### src/sv/circq_pkg.sv
// Shared types and codes for the circular queue core.
`timescale 1ns / 1ps
`default_nettype none

package circq_pkg;

    localparam int unsigned DATA_W = 32;

    typedef logic [1:0] cq_cmd_t;
    typedef logic [1:0] cq_status_t;

    localparam cq_cmd_t CMD_INSERT  = 2'd0;
    localparam cq_cmd_t CMD_DELETE  = 2'd1;
    localparam cq_cmd_t CMD_DISPLAY = 2'd2;
    localparam cq_cmd_t CMD_IGNORED = 2'd3;

    localparam cq_status_t STATUS_OK        = 2'd0;
    localparam cq_status_t STATUS_OVERFLOW  = 2'd1;
    localparam cq_status_t STATUS_UNDERFLOW = 2'd2;
    localparam cq_status_t STATUS_EMPTY     = 2'd3;

    typedef enum logic [1:0] {
        ST_IDLE,
        ST_DEL,
        ST_DISP
    } cq_state_t;

endpackage : circq_pkg

`default_nettype wire

### src/sv/circular_queue_core.sv
// Insert, delete and display results are held in an output register taken by out_valid/out_stall.
// Insert, overflow, underflow and empty-display results appear in the cycle after the item is taken.
// A delete reads the head slot into rd_data_reg and enters ST_DEL, which registers its result.
// A display enters ST_DISP, which registers one entry per cycle from the head while not stalled.
// A new item is taken only in ST_IDLE, so a delete or display stalls the input until it is done.
// Reset clears the indices, the empty flag and the control state; the slot memory is not cleared.
`timescale 1ns / 1ps
`default_nettype none

module circular_queue_core
    import circq_pkg::*;
#(
    parameter int unsigned DEPTH = 8
)
(
    input  wire logic                     clk,
    input  wire logic                     rst_n,
    input  wire logic                     in_valid,
    output logic                          in_stall,
    input  wire logic [1:0]               cmd,
    input  wire logic signed [DATA_W-1:0] value,
    output logic                          out_valid,
    input  wire logic                     out_stall,
    output logic [1:0]                    status,
    output logic signed [DATA_W-1:0]      data,
    output logic                          last
);

    localparam int unsigned AW = $clog2(DEPTH);

    cq_state_t state_reg, state_next;
    logic [AW-1:0] head_reg, head_next;
    logic [AW-1:0] tail_reg, tail_next;
    logic [AW-1:0] idx_reg, idx_next;
    logic empty_reg, empty_next;

    logic out_valid_reg, out_valid_next;
    cq_status_t status_reg, status_next;
    logic signed [DATA_W-1:0] data_reg, data_next;
    logic last_reg, last_next;

    logic [DATA_W-1:0] mem [DEPTH];
    logic [DATA_W-1:0] rd_data_reg;
    logic [AW-1:0] rd_addr;
    logic [AW-1:0] wr_addr;
    logic wr_en;

    logic [AW-1:0] head_inc;
    logic [AW-1:0] tail_inc;
    logic [AW-1:0] idx_inc;
    logic out_free;
    logic in_acc;
    logic full;

    assign head_inc = (head_reg == AW'(DEPTH - 1)) ? '0 : head_reg + 1'b1;
    assign tail_inc = (tail_reg == AW'(DEPTH - 1)) ? '0 : tail_reg + 1'b1;
    assign idx_inc  = (idx_reg == AW'(DEPTH - 1)) ? '0 : idx_reg + 1'b1;

    assign out_free = !out_valid_reg || !out_stall;
    assign in_stall = !((state_reg == ST_IDLE) && out_free);
    assign in_acc   = in_valid && !in_stall;
    assign full     = !empty_reg && (tail_inc == head_reg);

    assign rd_addr = (state_reg == ST_DISP) ? idx_next : head_reg;

    assign out_valid = out_valid_reg;
    assign status    = status_reg;
    assign data      = data_reg;
    assign last      = last_reg;

    always_comb
    begin
        state_next     = state_reg;
        head_next      = head_reg;
        tail_next      = tail_reg;
        empty_next     = empty_reg;
        idx_next       = idx_reg;
        out_valid_next = out_valid_reg && out_stall;
        status_next    = status_reg;
        data_next      = data_reg;
        last_next      = last_reg;
        wr_en          = 1'b0;
        wr_addr        = tail_inc;

        unique case (state_reg)
            ST_IDLE:
            begin
                if (in_acc)
                begin
                    unique case (cmd)
                        CMD_INSERT:
                        begin
                            out_valid_next = 1'b1;
                            last_next      = 1'b1;
                            data_next      = '0;
                            status_next    = STATUS_OK;
                            if (empty_reg)
                            begin
                                head_next  = '0;
                                tail_next  = '0;
                                empty_next = 1'b0;
                                wr_en      = 1'b1;
                                wr_addr    = '0;
                            end
                            else if (full)
                            begin
                                status_next = STATUS_OVERFLOW;
                            end
                            else
                            begin
                                tail_next = tail_inc;
                                wr_en     = 1'b1;
                                wr_addr   = tail_inc;
                            end
                        end
                        CMD_DELETE:
                        begin
                            if (empty_reg)
                            begin
                                out_valid_next = 1'b1;
                                last_next      = 1'b1;
                                data_next      = '0;
                                status_next    = STATUS_UNDERFLOW;
                            end
                            else
                            begin
                                state_next = ST_DEL;
                            end
                        end
                        CMD_DISPLAY:
                        begin
                            if (empty_reg)
                            begin
                                out_valid_next = 1'b1;
                                last_next      = 1'b1;
                                data_next      = '0;
                                status_next    = STATUS_EMPTY;
                            end
                            else
                            begin
                                idx_next   = head_reg;
                                state_next = ST_DISP;
                            end
                        end
                        default:
                        begin
                        end
                    endcase
                end
            end
            ST_DEL:
            begin
                out_valid_next = 1'b1;
                last_next      = 1'b1;
                status_next    = STATUS_OK;
                data_next      = rd_data_reg;
                state_next     = ST_IDLE;
                if (head_reg == tail_reg)
                begin
                    empty_next = 1'b1;
                    head_next  = '0;
                    tail_next  = '0;
                end
                else
                begin
                    head_next = head_inc;
                end
            end
            ST_DISP:
            begin
                if (out_free)
                begin
                    out_valid_next = 1'b1;
                    status_next    = STATUS_OK;
                    data_next      = rd_data_reg;
                    last_next      = (idx_reg == tail_reg);
                    if (idx_reg == tail_reg)
                    begin
                        state_next = ST_IDLE;
                    end
                    else
                    begin
                        idx_next = idx_inc;
                    end
                end
            end
            default:
            begin
                state_next = ST_IDLE;
            end
        endcase
    end

    always_ff @(posedge clk or negedge rst_n)
    begin
        if (!rst_n)
        begin
            state_reg     <= ST_IDLE;
            head_reg      <= '0;
            tail_reg      <= '0;
            idx_reg       <= '0;
            empty_reg     <= 1'b1;
            out_valid_reg <= 1'b0;
        end
        else
        begin
            state_reg     <= state_next;
            head_reg      <= head_next;
            tail_reg      <= tail_next;
            idx_reg       <= idx_next;
            empty_reg     <= empty_next;
            out_valid_reg <= out_valid_next;
        end
    end

    always_ff @(posedge clk)
    begin
        status_reg <= status_next;
        data_reg   <= data_next;
        last_reg   <= last_next;
    end

    always_ff @(posedge clk)
    begin
        if (wr_en)
        begin
            mem[wr_addr] <= value;
        end
        rd_data_reg <= mem[rd_addr];
    end

    a_empty_indices: assert property (@(posedge clk) disable iff (!rst_n)
        empty_reg |-> (head_reg == '0) && (tail_reg == '0))
        else $error("Empty queue with non-zero indices.");

    a_overflow_holds: assert property (@(posedge clk) disable iff (!rst_n)
        (in_acc && (cmd == CMD_INSERT) && full) |=>
            $stable(head_reg) && $stable(tail_reg) && !empty_reg)
        else $error("Overflowing insert changed the queue.");

    a_delete_reads: assert property (@(posedge clk) disable iff (!rst_n)
        (in_acc && (cmd == CMD_DELETE) && !empty_reg) |=>
            (state_reg == ST_DEL) && !out_valid_reg)
        else $error("Delete did not enter its read cycle with a free output.");

    a_display_ends: assert property (@(posedge clk) disable iff (!rst_n)
        ((state_reg == ST_DISP) && out_free && (idx_reg == tail_reg)) |=>
            (state_reg == ST_IDLE) && out_valid_reg && last_reg)
        else $error("Display walk did not finish on the newest entry.");

endmodule : circular_queue_core

`default_nettype wire
### config.mk
export PLATFORM = sky130hd
export DESIGN_NAME = circular_queue_core
export DESIGN_NICKNAME = d
export VERILOG_FILES = /design/src/sv/circq_pkg.sv /design/src/sv/circular_queue_core.sv
export SDC_FILE = /design/constraint.sdc
export NUM_CORES = 1
export LEC_CHECK = 0
export ABC_AREA = 1
export BUFFER_PORTS_ARGS = -buffer_cell sky130_fd_sc_hd__buf_4
export CAP_MARGIN = 40
export CELL_PAD_IN_SITES_DETAIL_PLACEMENT = 1
export CELL_PAD_IN_SITES_GLOBAL_PLACEMENT = 1
export CORE_ASPECT_RATIO = 0.8
export CORE_UTILIZATION = 40
export DETAILED_ROUTE_END_ITERATION = 7
export PLACE_DENSITY = 0.69
export SYNTH_ARGS = -nofsm -noshare
export SYNTH_HDL_FRONTEND = slang
export SYNTH_SLANG_ARGS = --single-unit
### constraint.sdc
create_clock -name clk -period 15.2 [get_ports clk]
set_input_delay 2.28 -clock clk [delete_from_list [all_inputs] [get_ports clk]]
set_output_delay 2.28 -clock clk [all_outputs]
set_load 0.01 [all_outputs]
Word-level counts from Yosys, hierarchy flattened
Memories as Yosys holds them, arrays and structs flattened. A register that Yosys moved wholly into a read port is not among the register bits.
Cells that the tools add are included.
Cells by class
  reduce and logical (&&, ||, !) cells: 20
  equality and inequality tests: 25
  add/subtract/negate cells: 3
  mux-type cells: 66
Operators by type and width (number)
  2-to-1 mux 32 bit: 3
  one-hot mux 32 bit (3 select lines): 1
  2-to-1 mux 3 bit: 22
  one-hot mux 32 bit (2 select lines): 1
  2-to-1 mux 1 bit: 18
  2-to-1 mux 2 bit: 9
  inequality test 3 bit, second input constant: 6
  one-hot mux 3 bit (2 select lines): 3
  one-hot mux 2 bit (3 select lines): 2
  AND reduction 6 bit: 2
  AND reduction 5 bit: 2
  adder 3 x 1 -> 3 bit, second input constant: 3
  == test 3 bit: 3
  == test 3 bit, second input constant: 3
  inequality test 2 bit, second input constant: 4
  one-hot mux 2 bit (2 select lines): 2
  AND reduction 4 bit: 2
  one-hot mux 1 bit (2 select lines): 3
  one-hot mux 1 bit (3 select lines): 2
  == test 2 x 1 -> 1 bit, second input constant: 2
  == test 2 bit, second input constant: 2
  logical AND 1 bit: 4
  logical NOT 1 bit: 4
  logical NOT 2 bit: 2
  other kinds (8): 9
Storage, ports and cells
  register bits after elaboration: 48
  word-level logic and storage cells: 124
  memories: 1
  output and inout bits: 37
  memory bits (writable): 256
Memory list
  mem: words 8, bits a word 32, read ports 1, clocked after memory_dff 1, wr ports 1, RTL line circular_queue_core.sv:42  | logic [DATA_W-1:0] mem [DEPTH];

Logic depth before layout (Yosys ltp)
  depth in word-level cells: 11
  depth in mapped cells: 17

Least setup slack after synthesis
Ideal clock, no wire load.
  kind: input to register
  from: input cmd[0]
  to: register data_reg[0], in the netlist data[0], enable pin
  required time: 14.599 ns
  arrival: 8.004 ns
  setup slack: 6.594 ns
  stages on the path: 5
  cells stage by stage: inv_1 -> ha_1 -> inv_1 -> nor2_1 -> a2111oi_0
On the way
  longest elaborated chain between the ends: 4
  elaborated cells on any way between the ends: 7
  classes of those cells: 4 x eq/ne; 3 x reduce/logical
Ends and longest elaborated chain
  start: declaration: RTL line circular_queue_core.sv:20  | input wire logic [1:0] cmd,
  == test 2 bit or == test 2 x 1 -> 1 bit (tied branches): RTL line circular_queue_core.sv:90  | unique case (cmd)
  OR reduction 2 bit (no line)
  inequality test 3 bit (no line) or inequality test 3 x 2 -> 1 bit (tied branches)
  AND reduction 5 bit (no line) *
  end signal: assignment: RTL line circular_queue_core.sv:219  | data_reg <= data_next;
  end: declaration: RTL line circular_queue_core.sv:39  | logic signed [DATA_W-1:0] data_reg, data_next;
Every way passes the cells marked *; elsewhere a longest branch is shown, timed or not.
A chain may end at the register's enable or synchronous reset.

Worst setup path in the final report
  from: input cmd[0]
  to: register rd_data_reg[25] (read register of mem)
On the way
  longest elaborated chain between the ends: 5
Ends and longest elaborated chain
  == test 2 bit: RTL line circular_queue_core.sv:90
  2-to-1 mux 3 bit: RTL line circular_queue_core.sv:90
  2-to-1 mux 3 bit: RTL line circular_queue_core.sv:88  | if (in_acc)
  one-hot mux 3 bit (2 select lines): RTL line circular_queue_core.sv:85  | unique case (state_reg)
  2-to-1 mux 3 bit: RTL line circular_queue_core.sv:64  | assign rd_addr = (state_reg == ST_DISP) ? idx_next : head_reg;
  end: declaration: RTL line circular_queue_core.sv:43  | logic [DATA_W-1:0] rd_data_reg;
Every way passes these cells.

==> flow_summary.json <==
{
  "synth-seq-area-share_pct": 66.7,
  "portBuffers": 74,
  "status": "complete, no violations",
  "synth-edff-count": 291,
  "design_area_um2": 16900,
  "crit_type": "in2reg",
  "vias": 9854,
  "synth_top_family_by_area": "simple AND/OR/NAND/NOR gates",
  "path_cells": "buf_4 -> inv_1 -> ha_1 -> nand2_1 -> nor2_4 -> nand2_1 -> nand3_1 -> nand2_1 -> inv_2 -> nand3_4 -> nand2_4 -> buf_4 -> buf_16 -> nand2_1 -> nand3_1 -> nand2_1 -> nand2_1 -> nand2_1",
  "cp.arrival_ps": 5620,
  "synth_xor_area_share_pct": 0.0602,
  "core_area_um2": 35800,
  "multi_input_area_um2": 3390,
  "synthTopCellsByCount": "365 x nand2_1, 311 x inv_1, 291 x edfxtp_1",
  "synth_cell_types": 35,
  "final_hold_viol_count": 0,
  "root_buffer": "clkbuf_16",
  "period_needed_ps": 5200,
  "cts_tree": "built",
  "synthCells": 1438,
  "tns_ps": 0,
  "finClkSkew_ps": 8.83,
  "power_density_nw_per_um2": 196,
  "power_leakage_nw": 7.67,
  "die_w_um": 215,
  "placed_cell_area_um2": 15700,
  "cap_violations": 0,
  "gr-usage-all-layers_pct": 20.0,
  "synthAdderAreaFrac_pct": 1.20,
  "cts_resized": 0,
  "gp_congestion": 0.826,
  "start_util_pct": 40.6,
  "crit_fanout": 55,
  "dp_worst_setup_slack_ps": 9440,
  "synth_top_area_cell": "edfxtp_1",
  "die_area_um2": 37200,
  "cp_slowest_cell": "nand2_4",
  "synthMuxAreaShare_pct": 0,
  "r2r_cells": 17,
  "synth_most_common_cell": "nand2_1",
  "worstPathRequired_ps": 15620,
  "postCtsHoldBufs": 0,
  "grt-ovfl-total": 0,
  "route.detailed.drc": 0,
  "setup_violations": 0,
  "startpoint_type": "input port",
  "post_synth_and_or_nand_nor_area_fraction_pct": 19.9,
  "avgSynthCellArea_um2": 10.1,
  "syn-cell-area_um2": 14600,
  "antenna_found_initial": 0,
  "synth.yosys.warnings": 0,
  "grt_pass1_vias": 10300,
  "final.period_utilization_pct": 34.2,
  "clock_sinks": 336,
  "r2r-end": "rd_data_reg[25]",
  "r2r_start": "state_reg[0]",
  "fp-row-count": 62,
  "postCtsSetupBuffers": 0,
  "synth_compound_area_share_pct": 1.47,
  "drt_iter0_markers": 548,
  "cp-end-kind": "register",
  "cts_buffers": 37,
  "wl_per_cell_um": 17.9,
  "clock_latency_ps": 530,
  "rsz0062_at_grt": "false",
  "seq_area_um2": 9710,
  "setup_slack_ps": 10000,
  "path_common_cell": "nand2_1",
  "worstMarginPinSlew_ps": 882,
  "areaGrowthSynthToFinish_pct": 16.1,
  "cp-endpoint": "rd_data_reg[25]",
  "slew_violations": 0,
  "ios": 75,
  "place_hpwl_um": 20200,
  "synth_top_area_share_pct": 60.0,
  "vdd_drop_max_uv": 91.4,
  "synth_async_sr_flop_share_pct": 3.87,
  "first_pass_iters": 5,
  "grt_pass1_wl_um": 57500,
  "ys_ff_latch": 336,
  "synth_nets": 1490,
  "largest_register_ff_count": 256,
  "synth_flop_cell": "edfxtp_1",
  "finalWirelength_um": 36200,
  "fmax_mhz": 192,
  "slowest_delay_ps": 680,
  "cts_buffer_depth": 3,
  "path_clk_slew_ps": 60,
  "setup.worst_path.start": "cmd[0]",
  "min_from": "rd_data_reg[10]",
  "holdCritPathClass": "reg2reg",
  "viasPerCell": 4.89,
  "maxSlewHeadroom_pct": 41.2,
  "rrSetupSlack_ps": 11210,
  "synth_area_leaders": "edfxtp_1 60%, nand2_1 9.4%, nand3_1 9.1%",
  "nets": 1558,
  "layout-drive-gt1-share_pct": 11.5,
  "die_h_um": 173,
  "p_total_w": 0.00331,
  "grt_max_degree": 82,
  "n_fill_cell": 3961,
  "htree_levels": 2,
  "postRouteAntennaNets": 0
}
[placed cells by master, fill, tap and decap left out, drive strengths merged, types with 12 or more instances in the layout]
master  synthesis  layout
dfxtp          32      32
clkinv          0      13
dfrtp          12      12
clkbuf         11      51
buf            56      96
inv           317     319
nor2           25      25
nand2         367     367
o21ai          17      17
nand3         269     269
ha             14      14
edfxtp        291     291
[through the flow]
step,utilization (%),hold slack [ps],instances
finish,47.1,489,2016
global route,47.1,518,2015
CTS,47.1,494,2015
detailed placement,43.8,480,1947
global placement,43.5,470,1943
floorplan,-,465,1438
[worst min path at each step]
stage          slack, ps  endpoint  cells past startpoint
2_1_floorplan        470   data[0]                      2
6_report             490  data[10]                      2
4_1_cts              490  data[10]                      2
5_1_grt              520   data[3]                      2
3_3_place_gp         470  data[10]                      2
3_5_place_dp         480   data[8]                      2
[power by group]
part / total, W / switching [W] / internal (W)
registers: 0.00122 / 0.0000509 / 0.00117
logic: 0.00120 / 0.000812 / 0.000389
clock network: 0.000890 / 0.000362 / 0.000528
[layer usage]
layer,track usage [%],vias up,share of wire [%]
li1,-,4735,-
met1,26.5,4885,46
met2,33.7,174,48
met3,3.15,60,4.0
met4,6.12,0,2.6
met5,0,-,0
[cells by family (layout without fill, tap and decap cells)]
family	Yosys count	in the layout
XOR/XNOR	1	1
adder cells (fa/ha/maj)	14	14
buffers and inverters	384	481
flip-flops	336	336
AO/OA/AOI/OAI	36	36
AND/OR/NAND/NOR	667	667
other	0	1
[worst max-delay path: cells and delay by family]
| kind | cells | cell delay (ps) |
|---|---|---|
| and+or+nand+nor | 12 | 2030 |
| buffers and inverters | 5 | 1000 |
| adders and majority gates | 1 | 260 |
[layout make-up]
class | instances | share of cell area [%]
multi-input combinational | 718 | 20.1
tap | 480 | 3.56
clock inverter | 17 | 0.807
antenna | 1 | 0.0148
inverter | 317 | 7.04
clock buffer | 51 | 6.34
sequential | 336 | 57.5
timing repair buffer | 96 | 4.70
No activity file was read; power rests on OpenSTA's default activity.
